**config.mk**
```make
export PLATFORM = sky130hd
export DESIGN_NAME = gsuf_div
export DESIGN_NICKNAME = d
export VERILOG_FILES = /design/src/rtl/gsuf_pkg.sv /design/src/rtl/gsuf_div.sv
export SDC_FILE = /design/constraint.sdc
export NUM_CORES = 1
export LEC_CHECK = 0
export BUFFER_PORTS_ARGS = -buffer_cell sky130_fd_sc_hd__buf_2
export CELL_PAD_IN_SITES_DETAIL_PLACEMENT = 1
export CELL_PAD_IN_SITES_GLOBAL_PLACEMENT = 2
export CORE_AREA = 2 2 97 99
export CTS_CLUSTER_SIZE = 28
export DETAILED_ROUTE_END_ITERATION = 12
export DIE_AREA = 0 0 99 101
export PLACE_DENSITY_LB_ADDON = 0.1
export SLEW_MARGIN = 20
export SYNTH_ARGS = -nofsm -noshare
export SYNTH_HDL_FRONTEND = slang
export SYNTH_SLANG_ARGS = --single-unit
export TNS_END_PERCENT = 30
```
**constraint.sdc**
```tcl
create_clock -name clk_i -period 2.15 [get_ports clk_i]
set_clock_uncertainty 0.05 [all_clocks]
set_input_delay 0 -clock clk_i [delete_from_list [all_inputs] [get_ports clk_i]]
set_output_delay 0 -clock clk_i [all_outputs]
set_load 0.05 [all_outputs]
```
**src/rtl/gsuf_pkg.sv**
```systemverilog
`default_nettype none
package gsuf_pkg;

  localparam int unsigned OP_W     = 2;
  localparam int unsigned VERTEX_W = 10;
  localparam int unsigned COUNT_W  = 11;
  localparam int unsigned WEIGHT_W = 16;
  localparam int unsigned THR_W    = 24;

  localparam logic [THR_W-1:0] THR_MAX     = {THR_W{1'b1}};
  localparam logic [THR_W-1:0] MERGE_RESET = 24'd256;

  // Operation codes carried by an input item
  typedef enum logic [OP_W-1:0] {
    OP_START = 2'd0,
    OP_EDGE  = 2'd1,
    OP_FIND  = 2'd2,
    OP_NONE  = 2'd3
  } op_e;

  // Sequencer states, one-hot
  typedef enum logic [5:0] {
    S_IDLE   = 6'b000001,
    S_CLEAR  = 6'b000010,
    S_FIND_A = 6'b000100,
    S_FIND_B = 6'b001000,
    S_DIV    = 6'b010000,
    S_RESP   = 6'b100000
  } state_e;

endpackage
`default_nettype wire

```
**src/rtl/gsuf_div.sv**
```systemverilog
`default_nettype none
module gsuf_div #(
  parameter int unsigned DIV_W = 11
) (
  input  logic                      clk_i,
  input  logic                      rst_ni,
  input  logic                      start_i,
  input  logic [gsuf_pkg::THR_W-1:0] dividend_i,
  input  logic [DIV_W-1:0]          divisor_i,
  output logic                      done_o,
  output logic [gsuf_pkg::THR_W-1:0] quotient_o
);
  import gsuf_pkg::*;

  localparam int unsigned CNT_W = $clog2(THR_W);
  localparam logic [CNT_W-1:0] LAST_STEP = CNT_W'(THR_W - 1);

  logic [THR_W-1:0] quo_q, quo_d;
  logic [DIV_W:0]   rem_q, rem_d;
  logic [DIV_W-1:0] dsr_q, dsr_d;
  logic [CNT_W-1:0] cnt_q, cnt_d;
  logic             busy_q, busy_d;
  logic             done_q, done_d;

  logic [DIV_W:0] rem_sh;
  logic [DIV_W:0] diff;
  logic           ge;

  // One restoring step: shift in the next dividend bit, subtract if it fits
  assign rem_sh = {rem_q[DIV_W-1:0], quo_q[THR_W-1]};
  assign diff   = rem_sh - {1'b0, dsr_q};
  assign ge     = rem_sh >= {1'b0, dsr_q};

  always_comb begin
    quo_d  = quo_q;
    rem_d  = rem_q;
    dsr_d  = dsr_q;
    cnt_d  = cnt_q;
    busy_d = busy_q;
    done_d = 1'b0;
    if (start_i) begin
      quo_d  = dividend_i;
      rem_d  = '0;
      dsr_d  = divisor_i;
      cnt_d  = '0;
      busy_d = 1'b1;
    end else if (busy_q) begin
      quo_d = {quo_q[THR_W-2:0], ge};
      rem_d = ge ? diff : rem_sh;
      cnt_d = cnt_q + 1'b1;
      if (cnt_q == LAST_STEP) begin
        busy_d = 1'b0;
        done_d = 1'b1;
      end
    end
  end

  always_ff @(posedge clk_i or negedge rst_ni) begin
    if (!rst_ni) begin
      busy_q <= 1'b0;
      done_q <= 1'b0;
      cnt_q  <= '0;
    end else begin
      busy_q <= busy_d;
      done_q <= done_d;
      cnt_q  <= cnt_d;
    end
  end

  always_ff @(posedge clk_i) begin
    quo_q <= quo_d;
    rem_q <= rem_d;
    dsr_q <= dsr_d;
  end

  assign done_o     = done_q;
  assign quotient_o = quo_q;

endmodule
`default_nettype wire

```
==> flow_metrics.tcl, run 1 <==
set metrics [dict create \
    core_region_area_sq_um 8980 \
    wl_met1_mm 3.37 \
    tns_ps -630 \
    synth-edff-count 35 \
    worst_slack_ps -117 \
    die_h_microns 101 \
    setup.worst_path.class "reg2reg" \
    placementRows 35 \
    clk_pin_slew_ps 110 \
    yosysSeqAreaShare_pct 52.0 \
    drt_iter0_markers 30 \
    wl_met2_mm 3.00 \
    clock_power_share_pct 18.3 \
    p_int_mw 2.51 \
    h-tree-depth 2 \
    power_switching_mw 1.41 \
    hold_viol 0 \
    design_area_sq_um 4010 \
    wl_met3_microns 292 \
    gr-total-overflow 0 \
    worstSkewPairLatency_ps 310 \
    ys_warn_count 0 \
    status "finished with violations" \
    ioPinCount 63 \
    start_util_pct 31.0 \
    swShare_pct 36.0 \
    drive_gt1_share_pct 41.0 \
    grt_pass1_wl_mm 11.2 \
    worstSetupEndpointType "register" \
    grt_max_degree 56 \
    wire_per_inst_microns 14.3 \
    drc_errors 0 \
    root_buffer "clkbuf_8" \
    synth_area_leaders "edfxtp_1 (38%), mux2_2 (9.7%), dfxtp_1 (7.9%), dfrtp_1 (6.3%), ha_1 (5.4%)" \
    whs_ps 126 \
    startpoint_type "register" \
    yosysTopAreaCellShare_pct 37.8 \
    crit_arrival_ps 2470 \
    area_delta_synth_final_pct 44.2 \
    ys_ff_latch 53 \
    max_freq_ghz 0.441 \
    drt_wl_total_mm 6.74 \
    drtAntennaViolNets 0 \
    cts_made_buffers 5 \
    topRoutingLayerUsed "met4" \
    setup_viol 10 \
    synth_ff_type "edfxtp_1" \
    cts_max_path_buffers 2 \
    synth_cell_types 50 \
    synth_cells 227 \
    fin_crit_ps 2270 \
    num_vias 2174 \
    viasPerCell 4.61 \
    cts_sinks 53 \
    p_per_area_nw_per_um2 977 \
    power_frac_seq_pct 35.2 \
    critPathMaxFanout 6 \
    antenna_cells 0 \
    ir_drop_mv 0.356 \
    comb_power_share_pct 46.6 \
    place_hpwl_mm 4.81 \
    antenna_found_initial 0 \
    p_leak_nw 1.74 \
    die_w_microns 99 \
    slew_headroom_pct 61.0 \
    grt_pass1_vias 2339 \
    cp_data_required_time_ps 2350 \
    gp_congestion 0.726 \
    post_dp_cell_area_sq_um 3420 \
    tightest_slew_ps 586 \
    synthArstFlopShare_pct 13.2 \
    maxCapViolCount 0 \
    worstHoldPathType "in2reg" \
    dieArea_sq_um 10000 \
    nets 411 \
    synth_top_cell_by_area "edfxtp_1" \
    synth.avg_cell_area_sq_um 12.3 \
    period_share_pct 105 \
    synth_most_common_cell "edfxtp_1" \
    finalMaxSlewViolations 0 \
    netlist_area_sq_um 2780 \
    port-buffer-count 62 \
    first_pass_iters 4 \
    syn_nets 278 \
    rsz0062_at_grt "yes" \
    ys_top_cells_by_count "edfxtp_1 (35), mux2_2 (24), nor2_1 (22), ha_1 (12), inv_1 (12)" \
    failed_checks "negative setup slack" \
    cts_tree "yes" \
    track_usage_pct 14.1 \
]
-- metrics by stage --
stage | utilization, % | total power [mW] | std cells | worst slack [ps]
final | 44.7 | 3.92 | 472 | -117
after global routing | 44.7 | 4.18 | 472 | -236
after CTS | 43.9 | 3.89 | 468 | -129
after detailed placement | 38.1 | 3.04 | 419 | -377
after global placement | 38.1 | 3.03 | 419 | -311
after floorplan | - | 2.50 | 227 | -425
-- metal layers --
layer,GRT usage [%],vias up
li1,-,1097
met1,19.2,1024
met2,22.6,48
met3,3.19,5
met4,3.79,0
met5,0,-
-- cells by family (layout without fill, tap and decap cells) --
logic type | Yosys count | count (layout) | synth area share [%]
AO/OA/AOI/OAI | 38 | 38 | 9.94
XOR/XNOR | 9 | 9 | 2.83
adder cells (fa/ha/maj) | 13 | 13 | 6.12
buffers and inverters | 24 | 158 | 3.73
flip-flops | 53 | 53 | 52.0
multiplexers | 33 | 33 | 13.1
AND/OR/NAND/NOR | 57 | 57 | 12.2
-- critical path, cell delays in order, from the launching register on --
cell and delay, ps:
edfxtp_1 440, ha_4 190, fa_2 360, nor2b_4 120, o31a_1 200, o21ai_4 80, o21ai_4 180, buf_12 140
mux2_4 300, a211oi_2 160
-- repair_timing --
item / 4_1_cts / 5_1_grt
setup endpoints to repair: 12 / 12
hold buffers: 37 / 0
endpoints found under the hold margin: 42 / 0
buffers inserted: 4 / 4
pin swaps: 3 / 4
resized for setup: 1 / 6
-- layout make-up --
class	instances	area, sq um
clock buffers	5	68.8
clock inverters	3	45.0
fillers	971	4970
inverters	13	48.8
multi-input cells	150	1270
flip-flops and latches	53	1450
well taps	111	139
repair buffers	137	991
-- sequential cells by signal, summed over array words and instances (netlist names) --
signal      flops
dsr_q          11
quotient_o     24
done_o          1
rem_q          11
busy_q          1
cnt_q           5
-- placed cells by master, fill, tap and decap left out, types with 2 or more instances in the layout --
cell type / netlist / layout
a211oi_1: 7 / 5
a211oi_2: 1 / 3
a21oi_1: 6 / 5
a311oi_1: 2 / 2
buf_12: 0 / 2
buf_2: 2 / 62
buf_4: 1 / 36
clkbuf_8: 0 / 5
dfrtp_1: 7 / 7
dfxtp_1: 11 / 11
dlygate4sd3_1: 0 / 37
edfxtp_1: 35 / 35
ha_1: 12 / 10
ha_4: 0 / 2
inv_1: 12 / 11
inv_2: 1 / 2
mux2_2: 24 / 24
mux2i_1: 8 / 8
nand2_1: 8 / 8
nand2b_1: 4 / 4
nand3_1: 2 / 2
nand4_1: 3 / 3
nor2_1: 22 / 22
nor3b_1: 2 / 2
nor4_4: 2 / 2
nor4bb_1: 2 / 2
o211ai_1: 3 / 3
o21a_1: 2 / 2
o21ai_0: 3 / 3
o21ai_1: 5 / 5
o21ai_4: 2 / 2
o22ai_1: 2 / 2
o31a_1: 2 / 2
or3_1: 2 / 2
xnor2_1: 6 / 6
xor2_1: 3 / 3
-- path summary, 6_finish.rpt --
check                      slack, ps  startpoint       end  cells after the start
min reg2reg                      480    rem_q[4]  rem_q[4]                      2
max reg2reg                     -120    dsr_q[0]  rem_q[0]                      9
min                              130     start_i  cnt_q[1]                      3
max in group asynchronous       1240      rst_ni  cnt_q[0]                      3
min in group asynchronous        570      rst_ni  cnt_q[4]                      3
max                             -120    dsr_q[0]  rem_q[0]                      9
-- power by group through the flow --
stage,clock [mW],sequential [mW],combinational (mW)
CTS,0.743,1.38,1.77
floorplan,0,1.57,0.926
detailed placement,0,1.39,1.64
global placement,0,1.39,1.63
global route,0.768,1.40,2.01
finish,0.717,1.38,1.83
Power figures use the tool's default switching activity.
==> run 2, diff against run 1 <==
BUFFER_PORTS_ARGS = not set   (was -buffer_cell sky130_fd_sc_hd__buf_2)
CORE_AREA = 2 2 90 92   (was 2 2 97 99)
DIE_AREA = 0 0 92 94   (was 0 0 99 101)
DONT_BUFFER_PORTS = 1   (was not set)
==> run 2 against run 1 <==
The flow still finishes with violations (negative setup slack). Highest routed layer unchanged. Clock power decreased by 2%. Via count shrank 9.7%. Sequential power rose by 14%. Largest cell class unchanged. Non-clock buffer count is 74 lower. Maximum frequency fell by 3.5%.
==> flow_metrics.tcl, run 2 (synthesis results as in run 1) <==
set metrics [dict create \
    design_area_sq_um 3600 \
    area_delta_synth_final_pct 29.6 \
    drt_wl_total_mm 6.37 \
    grt_pass1_vias 2212 \
    slew_headroom_pct 64.1 \
    rr_startpoint "quotient_o[23]" \
    finalMaxSlewViolations 0 \
    wire_per_inst_microns 16.4 \
    grt_max_degree 55 \
    track_usage_pct 15.4 \
    final_cell_mix "dlygate4sd3_1 (39), edfxtp_1 (35), mux2_2 (24), nor2_1 (22), buf_4 (21)" \
    start_util_pct 36.6 \
    placementRows 32 \
    ioPinCount 63 \
    drive_gt1_share_pct 24.7 \
    gr-total-overflow 0 \
    port-buffer-count 0 \
    antenna_found_initial 0 \
    worstHoldPathType "in2reg" \
    cts_sinks 53 \
    drtAntennaViolNets 0 \
    reg2reg_slack_ps -200 \
    worstSetupEndpointType "register" \
    viasPerCell 5.05 \
    crit_path_end "quotient_o[0]" \
    place_hpwl_mm 4.19 \
    tightest_slew_ps 538 \
    crit_arrival_ps 2360 \
    core_region_area_sq_um 7610 \
    reg2regPathDepth 10 \
    hold_viol 0 \
    status "finished with violations" \
    nets 337 \
    layout_commonest_cell "dlygate4sd3_1" \
    num_vias 1963 \
    p_leak_nw 1.44 \
    failed_checks "negative setup slack" \
    r2r_end "quotient_o[0]" \
    first_pass_iters 4 \
    cts_tree "yes" \
    cp-startpoint "quotient_o[23]" \
    die_h_microns 94 \
    setup.worst_path.class "reg2reg" \
    root_buffer "clkbuf_8" \
    worst_slack_ps -200 \
    cts_made_buffers 5 \
    dieArea_sq_um 8650 \
    ir_drop_mv 0.373 \
    drt_iter0_markers 56 \
    p_per_area_nw_per_um2 1020 \
    clk_pin_slew_ps 100 \
    die_w_microns 92 \
    h-tree-depth 2 \
    max_freq_ghz 0.426 \
    rsz0062_at_grt "yes" \
    startpoint_type "register" \
    pre_cts_ws_ps -257 \
    maxCapViolCount 0 \
    fill_cells 788 \
    drc_errors 0 \
    critPathMaxFanout 7 \
    cp_data_required_time_ps 2160 \
    largest_reg_flops 24 \
    cts_max_path_buffers 2 \
    fin_crit_ps 2350 \
    period_share_pct 109 \
    setup_viol 12 \
    gp_congestion 0.751 \
    worstSkewPairLatency_ps 300 \
    grt_pass1_wl_mm 10.6 \
    antenna_cells 0 \
    post_dp_cell_area_sq_um 2980 \
]
-- run 2: metal layers --
| metal | up-vias | track usage (%) | share of wire (%) |
|---|---|---|---|
| li1 | 951 | - | - |
| met2 | 56 | 27.3 | 50 |
| met4 | 0 | 2.61 | 0.75 |
| met1 | 952 | 18.5 | 43 |
| met5 | - | 0 | 0 |
| met3 | 4 | 4.98 | 6.3 |
-- run 2: layout make-up --
cell class | instances | area [sq um] | area share [%]
Sequential cell | 53 | 1450 | 40.1
Multi-Input combinational cell | 150 | 1260 | 35.0
Timing Repair Buffer | 63 | 607 | 16.8
Tap cell | 102 | 128 | 3.54
Clock buffer | 5 | 68.8 | 1.91
Inverter | 13 | 48.8 | 1.35
Clock inverter | 3 | 45.0 | 1.25
-- run 2: power breakdown --
group	total, mW	internal [mW]	switching (mW)	leakage (nW)
Combinational	1.40	0.722	0.677	0.841
Sequential	1.58	1.26	0.323	0.543
Clock	0.703	0.352	0.351	0.0577
-- run 2: how the worst min path moves through the flow --
stage | slack [ps] | start | cells past startpoint | to
global placement | -350 | rst_ni | 0 | busy_q
detailed placement | -350 | rst_ni | 0 | cnt_q[0]
global route | 70 | start_i | 2 | rem_q[1]
CTS | 70 | start_i | 2 | rem_q[1]
finish | 90 | start_i | 2 | rem_q[1]
floorplan | -350 | rst_ni | 0 | busy_q
-- run 2: through the flow --
stage               instances  hold slack [ps]  TNS (ps)  util, %  power [mW]
floorplan                 227             -346     -4950        -        2.50
global placement          332             -345     -1360     39.1        2.80
detailed placement        332             -345     -2510     39.1        2.84
CTS                       384             73.4     -1350     46.6        3.67
global route              389             69.5     -2450     47.4        3.91
finish                    389             87.1     -1320     47.4        3.68
-- run 2: critical path, stage by stage, from the launching register on --
cell and delay [ps]:
edfxtp_1 430, inv_2 100, ha_4 140, fa_2 220
nor2b_4 50, o31a_1 280, o21ai_4 190, o21ai_4 120
buf_4 160, buf_4 120, mux2_2 250
-- run 2: repair_timing --
item                       4_1_cts  5_1_grt
pin swaps                        8        3
setup endpoints to repair       12       12
hold buffers                    40        0
buffers inserted                 4        5
resized for setup                2        4
hold endpoints to repair        71        0
gates cloned                     0        0
